<file path="config.mk">
export PLATFORM = sky130hd
export DESIGN_NAME = k_way_merge_dedup_newest_core
export DESIGN_NICKNAME = d
export VERILOG_FILES = /design/src/hdl/kwm_pkg.sv /design/src/hdl/k_way_merge_dedup_newest_core.sv /design/src/hdl/kwm_ram.sv
export SDC_FILE = /design/constraint.sdc
export NUM_CORES = 2
export LEC_CHECK = 0
export ABC_AREA = 1
export BUFFER_PORTS_ARGS = -buffer_cell sky130_fd_sc_hd__buf_4
export CORE_MARGIN = 2
export CORE_UTILIZATION = 45
export DETAILED_ROUTE_END_ITERATION = 8
export PLACE_DENSITY = 0.67
export REMOVE_ABC_BUFFERS = 1
export SLEW_MARGIN = 20
export SYNTH_ARGS = -nofsm -noshare
export SYNTH_HDL_FRONTEND = slang
export SYNTH_SLANG_ARGS = --single-unit
</file>
<file path="constraint.sdc">
create_clock -name clk -period 12.65 [get_ports clk]
set_input_delay 1.265 -clock clk [delete_from_list [all_inputs] [get_ports clk]]
set_output_delay 1.265 -clock clk [all_outputs]
set_load 0.03 [all_outputs]
</file>
<file path="src/hdl/kwm_pkg.sv">
`timescale 1ns / 1ps
// ----------------------------------------------------------------------------
// kwm_pkg
// Shared types, command codes and the control store of the k-way merge
// sequencer.
// ----------------------------------------------------------------------------
package kwm_pkg;

	localparam int UPC_BITS = 2;

	typedef logic [UPC_BITS-1:0] upc_t;

	// command codes
	localparam logic CMD_LOAD = 1'b0;
	localparam logic CMD_STEP = 1'b1;

	// program steps
	localparam upc_t STEP_WAIT   = 2'd0;
	localparam upc_t STEP_SCAN   = 2'd1;
	localparam upc_t STEP_REPORT = 2'd2;

	// jump conditions
	typedef enum logic [1:0] {
		COND_STEP_CMD,
		COND_SCAN_MORE,
		COND_OUT_BUSY
	} cond_t;

	typedef struct packed {
		logic  accept;
		logic  compare;
		logic  report;
		cond_t cond;
		upc_t  jump_pc;
		upc_t  next_pc;
	} ctl_word_t;

	// control store: jump_pc when the condition holds, next_pc otherwise
	function automatic ctl_word_t ucode(input upc_t pc);
		ctl_word_t w;
		case (pc)
			STEP_WAIT: begin
				w = '{accept: 1'b1, compare: 1'b0, report: 1'b0, cond: COND_STEP_CMD,
					jump_pc: STEP_SCAN, next_pc: STEP_WAIT};
			end
			STEP_SCAN: begin
				w = '{accept: 1'b0, compare: 1'b1, report: 1'b0, cond: COND_SCAN_MORE,
					jump_pc: STEP_SCAN, next_pc: STEP_REPORT};
			end
			STEP_REPORT: begin
				w = '{accept: 1'b0, compare: 1'b0, report: 1'b1, cond: COND_OUT_BUSY,
					jump_pc: STEP_REPORT, next_pc: STEP_WAIT};
			end
			default: begin
				w = '{accept: 1'b0, compare: 1'b0, report: 1'b0, cond: COND_STEP_CMD,
					jump_pc: STEP_WAIT, next_pc: STEP_WAIT};
			end
		endcase
		return w;
	endfunction

endpackage

</file>
<file path="src/hdl/k_way_merge_dedup_newest_core.sv">
`timescale 1ns / 1ps
// ----------------------------------------------------------------------------
// k_way_merge_dedup_newest_core
// Merge of several sorted runs with duplicate removal, newest record wins.
// ----------------------------------------------------------------------------
// A load transfer writes one lane head. A step transfer walks the lane heads
// with a single key/stamp comparator fed by one RAM read port, one lane per
// cycle, then loads the result register in the report step; the next input
// is taken once that report step is done. The result register holds the
// finished result while further loads are taken; a following step waits in
// its report cycle only while the previous result is still stalled.
module k_way_merge_dedup_newest_core #(
	parameter int LANES      = 8,
	parameter int KEY_BITS   = 64,
	parameter int STAMP_BITS = 64
) (
	input  logic        clk,
	input  logic        arst_n,
	input  logic        in_valid,
	output logic        in_stall,
	input  logic        cmd,
	input  logic [2:0]  lane,
	input  logic [63:0] key,
	input  logic [63:0] stamp,
	input  logic        present,
	output logic        out_valid,
	input  logic        out_stall,
	output logic [2:0]  win_lane,
	output logic [63:0] win_key,
	output logic [63:0] win_stamp,
	output logic [7:0]  dup_mask,
	output logic        ended
);

	localparam int CW = $clog2(LANES);
	localparam int HW = (LANES > 8) ? LANES : 8;
	localparam int RW = KEY_BITS + STAMP_BITS;

	kwm_pkg::upc_t      upc_q;
	kwm_pkg::ctl_word_t ctl;
	logic               cond_hit;

	logic               in_xfer;
	logic               step_xfer;
	logic               lane_ok;
	logic               load_wr;
	logic [CW-1:0]      wr_addr;
	logic [CW-1:0]      rd_addr;
	logic [RW-1:0]      rd_data;
	logic [KEY_BITS-1:0]   rd_key;
	logic [STAMP_BITS-1:0] rd_stamp;

	logic [LANES-1:0]   head_valid_q;
	logic [CW-1:0]      cmp_idx_q;
	logic               found_q;
	logic [CW-1:0]      best_lane_q;
	logic [KEY_BITS-1:0]   best_key_q;
	logic [STAMP_BITS-1:0] best_stamp_q;
	logic [LANES-1:0]   hits_q;
	logic [HW-1:0]      hits_ext;
	logic [LANES-1:0]   lane_bit;

	logic               cur_valid;
	logic               take_new;
	logic               key_eq;
	logic               stamp_gt;

	logic               out_valid_q;
	logic               out_busy;
	logic               out_load;
	logic [2:0]         win_lane_q;
	logic [63:0]        win_key_q;
	logic [63:0]        win_stamp_q;
	logic [7:0]         dup_mask_q;
	logic               ended_q;

	// sequencer
	assign ctl = kwm_pkg::ucode(upc_q);

	assign in_stall  = !ctl.accept;
	assign in_xfer   = in_valid && ctl.accept;
	assign step_xfer = in_xfer && (cmd == kwm_pkg::CMD_STEP);
	assign out_busy  = out_valid_q && out_stall;
	assign out_load  = ctl.report && !out_busy;

	always_comb begin
		case (ctl.cond)
			kwm_pkg::COND_STEP_CMD:  cond_hit = step_xfer;
			kwm_pkg::COND_SCAN_MORE: cond_hit = (cmp_idx_q != CW'(LANES - 1));
			kwm_pkg::COND_OUT_BUSY:  cond_hit = out_busy;
			default:                 cond_hit = 1'b0;
		endcase
	end

	// head store
	assign lane_ok = ({2'b00, lane} < 5'(LANES));
	assign load_wr = in_xfer && (cmd == kwm_pkg::CMD_LOAD) && lane_ok;
	assign wr_addr = CW'(lane);
	// lane 0 is fetched while waiting so the scan starts right after the step
	assign rd_addr = ctl.compare ? CW'(cmp_idx_q + 1'b1) : '0;

	kwm_ram #(
		.WIDTH(RW),
		.DEPTH(LANES)
	) u_head_ram (
		.clk     (clk),
		.wr_en   (load_wr),
		.wr_addr (wr_addr),
		.wr_data ({key[KEY_BITS-1:0], stamp[STAMP_BITS-1:0]}),
		.rd_addr (rd_addr),
		.rd_data (rd_data)
	);

	assign rd_key   = rd_data[RW-1:STAMP_BITS];
	assign rd_stamp = rd_data[STAMP_BITS-1:0];

	// comparator
	assign cur_valid = head_valid_q[cmp_idx_q];
	assign take_new  = !found_q || (rd_key < best_key_q);
	assign key_eq    = (rd_key == best_key_q);
	assign stamp_gt  = (rd_stamp > best_stamp_q);
	assign lane_bit  = {{(LANES-1){1'b0}}, 1'b1} << cmp_idx_q;
	assign hits_ext  = HW'(hits_q);

	always_ff @(posedge clk or negedge arst_n) begin
		if (!arst_n) begin
			upc_q        <= kwm_pkg::STEP_WAIT;
			head_valid_q <= '0;
			cmp_idx_q    <= '0;
			found_q      <= 1'b0;
			out_valid_q  <= 1'b0;
		end else begin
			upc_q <= cond_hit ? ctl.jump_pc : ctl.next_pc;
			if (load_wr) begin
				head_valid_q[wr_addr] <= present;
			end
			if (step_xfer) begin
				cmp_idx_q <= '0;
				found_q   <= 1'b0;
			end
			if (ctl.compare) begin
				cmp_idx_q <= CW'(cmp_idx_q + 1'b1);
				if (cur_valid && take_new) begin
					found_q <= 1'b1;
				end
			end
			// every lane holding the winning key is consumed
			if (out_load) begin
				head_valid_q <= head_valid_q & ~hits_q;
			end
			if (out_load) begin
				out_valid_q <= 1'b1;
			end else if (!out_stall) begin
				out_valid_q <= 1'b0;
			end
		end
	end

	always_ff @(posedge clk) begin
		if (step_xfer) begin
			hits_q <= '0;
		end
		if (ctl.compare && cur_valid) begin
			if (take_new) begin
				best_lane_q  <= cmp_idx_q;
				best_key_q   <= rd_key;
				best_stamp_q <= rd_stamp;
				hits_q       <= lane_bit;
			end else if (key_eq) begin
				hits_q <= hits_q | lane_bit;
				// stamp tie keeps the lower lane
				if (stamp_gt) begin
					best_lane_q  <= cmp_idx_q;
					best_stamp_q <= rd_stamp;
				end
			end
		end
		if (out_load) begin
			win_lane_q  <= found_q ? 3'(best_lane_q) : '0;
			win_key_q   <= found_q ? 64'(best_key_q) : '0;
			win_stamp_q <= found_q ? 64'(best_stamp_q) : '0;
			dup_mask_q  <= hits_ext[7:0];
			ended_q     <= !found_q;
		end
	end

	assign out_valid = out_valid_q;
	assign win_lane  = win_lane_q;
	assign win_key   = win_key_q;
	assign win_stamp = win_stamp_q;
	assign dup_mask  = dup_mask_q;
	assign ended     = ended_q;

	// the winning lane is always among the consumed lanes
	a_win_in_mask: assert property (@(posedge clk) disable iff (!arst_n)
		out_valid && !ended |-> dup_mask[win_lane])
		else $error("winning lane missing from dup_mask");

	// an ended result consumes nothing
	a_ended_empty: assert property (@(posedge clk) disable iff (!arst_n)
		out_valid && ended |-> (dup_mask == 8'd0) && (win_lane == 3'd0))
		else $error("ended result carries a lane");

	// a stalled result is never overwritten by the report step
	a_no_overwrite: assert property (@(posedge clk) disable iff (!arst_n)
		out_load |-> !(out_valid_q && out_stall))
		else $error("result register reloaded while stalled");

	// the scan visits lanes in order, one per cycle, until the report step
	a_scan_order: assert property (@(posedge clk) disable iff (!arst_n)
		upc_q == kwm_pkg::STEP_SCAN |=>
			(upc_q == kwm_pkg::STEP_REPORT) ||
			(cmp_idx_q == CW'($past(cmp_idx_q) + 1'b1)))
		else $error("scan counter skipped a lane");

endmodule

</file>
<file path="src/hdl/kwm_ram.sv">
`timescale 1ns / 1ps
// ----------------------------------------------------------------------------
// kwm_ram
// Generic single-write, single-read RAM with registered read data.
// ----------------------------------------------------------------------------
module kwm_ram #(
	parameter int WIDTH = 128,
	parameter int DEPTH = 8
) (
	input  logic                     clk,
	input  logic                     wr_en,
	input  logic [$clog2(DEPTH)-1:0] wr_addr,
	input  logic [WIDTH-1:0]         wr_data,
	input  logic [$clog2(DEPTH)-1:0] rd_addr,
	output logic [WIDTH-1:0]         rd_data
);

	logic [WIDTH-1:0] mem_q [DEPTH];
	logic [WIDTH-1:0] rd_data_q;

	always_ff @(posedge clk) begin
		if (wr_en) begin
			mem_q[wr_addr] <= wr_data;
		end
		rd_data_q <= mem_q[rd_addr];
	end

	assign rd_data = rd_data_q;

endmodule
</file>
# Word level (Yosys, flattened, before mapping)
# Memories as Yosys holds them, arrays and structs flattened. A register that Yosys moved wholly into a read port is not among the register bits.
# Cells that the tools add are included.
dict set report classes {
  n_addsub 1
  n_lt_le_gt_ge 5
  eq_ne 7
  n_shift 1
  mux 30
  n_bitwise 4
  n_reduce_logical 20
}
# op count
set ops {}
lappend ops {{$mux 64} 3}
lappend ops {{$eq 64x64->1} 1}
lappend ops {{$gt 64x64->1} 1}
lappend ops {{$lt 64x64->1} 1}
lappend ops {{$mux 8} 6}
lappend ops {{$pmux 9 s3} 1}
lappend ops {{$mux 3} 6}
lappend ops {{$mux 1} 9}
lappend ops {{$and 8x8->8} 1}
lappend ops {{$bwmux 8} 1}
lappend ops {{$logic_and 1x1->1} 8}
lappend ops {{$lt 3x4->1 const B} 2}
lappend ops {{$not 8->8} 1}
lappend ops {{$or 8x8->8} 1}
lappend ops {{$reduce_bool 2->1} 4}
lappend ops {{$shl 1x3->8 const A} 1}
lappend ops {{$eq 2x1->1 const B} 2}
lappend ops {{$eq 2x2->1 const B} 2}
lappend ops {{$logic_not 2->1} 2}
lappend ops {{$add 3x1->3 const B} 1}
lappend ops {{$bmux 1 s3} 1}
lappend ops {{$demux 1 s3} 1}
lappend ops {{$ge 3x1->1 const B} 1}
lappend ops {{$logic_not 1->1} 3}
lappend ops {{8 further kinds} 8}
dict set report word_totals {
  ff_bits 294
  ram_bits 1024
  word_cells 83
  n_memories 1
}
# memory words word_bits read_ports rd_clocked_by_memory_dff wr line_no
set mem_list {}
lappend mem_list {u_head_ram.mem_q 8 128 1 1 1 kwm_ram.sv:18} ;# logic [WIDTH-1:0] mem_q [DEPTH];

# Longest topological paths before layout
dict set report logic_depth {
  word_depth 8
  ltp_mapped 20
  depth_no_buf 19
}

# Hierarchy
# From an unflattened synthesis, not the netlist that was laid out.
dict set report hier_totals {
  cells_unflattened 5865
  hier_area_um2 61164.9
}
# module n_inst cells_each area_each_um2
set modules_own_cells {}
lappend modules_own_cells {kwm_ram 1 4570 47077.7}
lappend modules_own_cells {k_way_merge_dedup_newest_core 1 1295 14087.3}

# Worst setup path before layout
# Ideal clock, no wire load.
dict set report synth_path {
  path_kind {in2reg}
  start {input lane[2]}
  end {register head_valid_q[5]}
  setup_ps 122
  t_arrival_ps 11080
  t_required_ps 12528
  setup_slack_ps 1448
  stages 5
  path_cell_list {inv_1 or2_2 nor3_1 nand2_1 o21ai_0}
}
dict set report synth_between {
  elab_chain_len 7
  word_cells_on_any_way 8
  classes_between {order compare (2); mux (5); reduce/logical (1)}
}
# element line_no
set synth_rtl {}
lappend synth_rtl {{from (decl)} k_way_merge_dedup_newest_core.sv:22} ;# input logic [2:0] lane,
lappend synth_rtl {{$lt 3x4->1 (not written as such) / $ge 3x1->1 (equally long branches)} k_way_merge_dedup_newest_core.sv:135} ;# head_valid_q[wr_addr] <= present;
lappend synth_rtl {{$logic_and 1x1->1 (not written as such)} k_way_merge_dedup_newest_core.sv:135}
lappend synth_rtl {{$mux 1 (not written as such)} k_way_merge_dedup_newest_core.sv:135}
lappend synth_rtl {{$demux 1 s3 *} k_way_merge_dedup_newest_core.sv:135}
lappend synth_rtl {{$bwmux 8 *} k_way_merge_dedup_newest_core.sv:135}
lappend synth_rtl {{$mux 8 *} k_way_merge_dedup_newest_core.sv:134} ;# if (load_wr) begin
lappend synth_rtl {{$mux 8 *} k_way_merge_dedup_newest_core.sv:148} ;# if (out_load) begin
lappend synth_rtl {{to (signal, indexed assignment)} k_way_merge_dedup_newest_core.sv:135}
lappend synth_rtl {{to (signal assigned)} k_way_merge_dedup_newest_core.sv:149} ;# head_valid_q <= head_valid_q & ~hits_q;
lappend synth_rtl {{to (decl)} k_way_merge_dedup_newest_core.sv:53} ;# logic [LANES-1:0] head_valid_q;
# Every way passes the cells marked *; elsewhere a longest branch is shown, timed or not. The select of a mux whose other input is x is not followed.
# A chain may end at the register's enable or synchronous reset.

# Worst setup path in the final report
dict set report layout_path {
  start {register upc_q[1]}
  end {register u_head_ram.rd_data_q[9] (netlist: u_head_ram.rd_data[9]) (read register of u_head_ram.mem_q)}
}
dict set report layout_between {
  elab_chain_len 3
  word_cells_on_any_way 5
  classes_between {eq/ne (2); mux (2); reduce/logical (1)}
}
# element line_no
set layout_rtl {}
lappend layout_rtl {{from (decl)} k_way_merge_dedup_newest_core.sv:39} ;# kwm_pkg::upc_t upc_q;
lappend layout_rtl {{from (signal assigned)} k_way_merge_dedup_newest_core.sv:127} ;# upc_q <= kwm_pkg::STEP_WAIT;
lappend layout_rtl {{from (signal assigned)} k_way_merge_dedup_newest_core.sv:133} ;# upc_q <= cond_hit ? ctl.jump_pc : ctl.next_pc;
lappend layout_rtl {{$eq 2x2->1 (tied with other cells)} kwm_pkg.sv:41} ;# case (pc)
lappend layout_rtl {{$pmux 9 s3 *} kwm_pkg.sv:41}
lappend layout_rtl {{$mux 3 *} k_way_merge_dedup_newest_core.sv:100} ;# assign rd_addr = ctl.compare ? CW'(cmp_idx_q + 1'b1) : '0;
lappend layout_rtl {{to (decl)} kwm_ram.sv:19} ;# logic [WIDTH-1:0] rd_data_q;
# Every way passes the cells marked *; elsewhere a longest branch is shown, timed or not.

==> impl_metrics.csv <==
group,metric,value,unit
global_routing,grt_pass1_vias,31813,
critical_path,critPathArrivalTime,5.01,ns
drt,detail-route-antenna-nets,0,
global_routing,overflow,0,
yosys,ys_warn_count,0,
critical_path,crit_chain,"inv_1 -> ha_1 -> inv_2 -> nor2_8 -> inv_12 -> buf_4 -> buf_4 -> o21ai_0 -> o21bai_1 -> a31oi_1",
drt,viasPerCell,5.30,
outcome,status,"finished, final reports clean",
critical_path,startpoint_type,"flip-flop",
final_layout,utilization,0.522,
place,place_ws,8.26,ns
critical_path,critPathMaxFanout,236,
job,cap_violations,0,
sta,min_period,4.34,ns
global_routing,grt_pass1_wl,192000,um
final_layout,nFillCells,10287,
global_routing,grt_max_degree,237,
sta,final_max_slew_viol_count,0,
drt,wl,126000,um
final_layout,layout-drive-gt1-share,0.124,
yosys,yosysSeqAreaShare,0.753,
drt,dr.pass1.iters,5,
critical_path,critPathMostFrequentCell,"buf_4",
clocking,post-cts-setup-buffer-count,0,
clocking,cts_resized,0,
global_routing,antenna_found_initial,20,
critical_path,cp-end-kind,"flip-flop",
power_and_ir_drop,powerDensity,207,nW/um2
floorplan,initial_core_util,0.452,
place,gp_congestion,0.789,
yosys,synth_area_leader_cell,"edfxtp_1",
sta,report.final.setup_viol,0,
power_and_ir_drop,vdd_ir_drop_max,0.000134,V
place,hpwl,70600,um
drt,dr.first_iter.drc_count,3006,
yosys,syn_inst,4167,
yosys,synth_area_leaders,"edfxtp_1 (70%), nor2_1 (5.5%), dfxtp_1 (4.9%), o21ai_0 (3.3%), ha_1 (3.2%)",
sta,tns,0,ns
place,io_buffers,278,
floorplan,die_h,356,um
critical_path,max_stage_delay,0.87,ns
clocking,postCtsHoldBufs,0,
clocking,cts_root_buffer,"clkbuf_16",
clocking,cts_inserted_buffers,148,
floorplan,core,123000,um2
floorplan,fp.dieW,356,um
sta,rsz0062_at_grt,"no",
clocking,h-tree-depth,4,
clocking,clk_latency,0.78,ns
power_and_ir_drop,cellLeakagePower,23.7,nW
place,dpl.cell_count,5911,
worst_hold_path,hold_path_class,"in -> async",
sta,max_freq,231,MHz
drt,route.detailed.drc,0,
sta,finalHoldViolCount,0,
clocking,cts_tree,"built",
yosys,synth_top_cell_area_share,0.697,
global_routing,grt_use_total,0.198,
clocking,clkTransAtPathRegs,0.06,ns
final_layout,finalNonFillerCells,6189,
floorplan,rows,129,
floorplan,die-area,127000,um2
final_layout,syn2layout_area_growth,15.3,%
sta,worst_pin_slew,1.10,ns
critical_path,worstSetupPathType,"reg -> reg",
sta,period_share,0.343,
critical_path,crit_slowest_cell,"buf_4",
drt,route.vias.total,32776,
clocking,cts_sinks,1446,
yosys,yosys.cell_types.count,39,
critical_path,worstPathRequired,13.32,ns
drt,wl_per_cell,20.4,um
yosys,synth.avg_cell_area,13.4,um2
sta,setup_ws,8.31,ns
sta,final.setup_skew,0.0345,ns
yosys,netlist_area,55800,um2
floorplan,num_io_pins,279,
clocking,clk_path_buf_depth,3,
sta,relSlewSlack,0.268,
yosys,ys_ff_latch,1446,
final_layout,fin_nets,4702,
-- power by group --
group	switching (mW)	leakage [nW]	internal [mW]	total, mW
registers	0.302	13.1	5.86	6.16
clock network	1.79	2.37	2.54	4.33
logic	1.89	8.30	0.938	2.83
-- cell usage in the layout (no fill, tap or decap), types with 6 or more instances in the layout --
cell type | netlist | layout
edfxtp_1 | 1295 | 1295
nor2_1 | 821 | 817
o21ai_0 | 366 | 366
buf_4 | 4 | 318
inv_1 | 301 | 300
nand2_1 | 291 | 289
clkbuf_16 | 0 | 154
ha_1 | 141 | 141
dfxtp_1 | 136 | 136
o21bai_1 | 131 | 131
a31oi_1 | 130 | 130
o32ai_1 | 128 | 128
a21oi_1 | 71 | 71
o21ai_1 | 54 | 54
clkbuf_1 | 145 | 49
nand3_1 | 27 | 27
clkinv_2 | 0 | 22
clkbuf_8 | 0 | 14
dfrtp_1 | 15 | 14
clkinv_1 | 1 | 11
nand4_1 | 10 | 10
bufinv_16 | 0 | 10
inv_6 | 0 | 8
nor2_4 | 1 | 6
-- worst max-delay path, delay by kind of cell, from the launching register on --
kind / cells / cell delay [ns]
AOI/OAI and AO/OA: 3 / 0.60
adders and majority gates: 1 / 0.27
buffers and inverters: 5 / 2.58
DFF: 1 / 0.39
and+or+nand+nor: 1 / 0.17
-- metrics by stage --
step | cell area [um2] | hold WS, ns | power [mW]
2_1_floorplan | 54900 | 0.408 | 8.27
3_3_place_gp | 59500 | 0.417 | 9.03
3_5_place_dp | 59500 | 0.415 | 9.11
4_1_cts | 64300 | 0.282 | 13.4
5_1_grt | 64300 | 0.319 | 14.0
6_report | 64300 | 0.343 | 13.3
-- cell usage after synthesis --
cell / instances
inv_2: 1
nand2_4: 1
o221ai_1: 1
nand3b_1: 1
o21ai_0: 366
dfxtp_1: 136
buf_4: 4
a21oi_1: 71
nor2_8: 1
nor2_4: 1
o21ai_1: 54
nor4_1: 2
inv_1: 301
nand4_1: 10
o21a_1: 5
nor3_4: 1
o32ai_1: 128
nor3_1: 9
buf_2: 47
dfrtp_1: 15
clkinv_4: 1
nor2_2: 1
a21o_1: 3
a31oi_1: 130
nand2_1: 291
nand3_1: 27
nor2_1: 821
nand2_2: 1
clkinv_1: 1
ha_1: 141
clkbuf_1: 145
nand3b_4: 1
o21bai_1: 131
or2_2: 2
buf_1: 17
a22oi_1: 1
buf_6: 2
o22ai_1: 1
edfxtp_1: 1295
-- routing by layer --
| layer | vias to the layer above | part of all wire | wire [um] | global-route usage |
|---|---|---|---|---|
| li1 | 15483 | - | - | - |
| met1 | 16128 | 0.44 | 55400 | 0.272 |
| met2 | 937 | 0.48 | 60500 | 0.322 |
| met3 | 200 | 0.061 | 7750 | 0.0408 |
| met4 | 28 | 0.020 | 2540 | 0.0532 |
| met5 | - | 0.0014 | 179 | 0 |
-- path summary, 6_finish.rpt --
kind / startpoint / to / slack, ns / depth (start not counted)
min in group clk: u_head_ram.rd_data[82]$_DFF_P_ / best_key_q[18]$_DFFE_PP_ / 0.43 / 0
hold reg to reg: u_head_ram.rd_data[82]$_DFF_P_ / best_key_q[18]$_DFFE_PP_ / 0.43 / 0
max in group asynchronous: arst_n / found_q$_DFF_PN0_ / 12.07 / 1
hold / removal: arst_n / head_valid_q[7]$_DFFE_PN0P_ / 0.34 / 1
setup / recovery: upc_q[1]$_DFF_PN0_ / u_head_ram.rd_data[9]$_DFF_P_ / 8.31 / 10
setup reg to reg: upc_q[1]$_DFF_PN0_ / u_head_ram.rd_data[9]$_DFF_P_ / 8.31 / 10
-- cell families (layout without fill, tap and decap cells) --
group / count (synthesis) / after routing / synth area share
AO/OA/AOI/OAI: 891 / 891 / 0.0978
adder cells (fa/ha/maj): 141 / 141 / 0.0316
buffers and inverters: 519 / 902 / 0.0366
flip-flops: 1446 / 1446 / 0.753
other: 0 / 2 / 0
AND/OR/NAND/NOR: 1170 / 1170 / 0.0814
-- registers in the layout (all words and copies together), names as in the netlist, 8 cells and up --
register / cells
u_head_ram.mem_q: 1024
u_head_ram.rd_data: 128
best_stamp_q: 64
win_key: 64
head_valid_q: 8
best_key_q: 64
hits_ext: 8
dup_mask: 8
win_stamp: 64
-- final cells by class --
type	instances	area, um2	area share
multi-input combinational	2202	11800	0.184
antenna	2	5.00	0.0000778
inverter	304	1150	0.0179
clock buffer	217	4230	0.0657
sequential	1446	42000	0.653
clock inverter	59	621	0.00964
tap	1637	2050	0.0318
timing repair buffer	322	2460	0.0382
No activity file was read; power rests on OpenSTA's default activity.
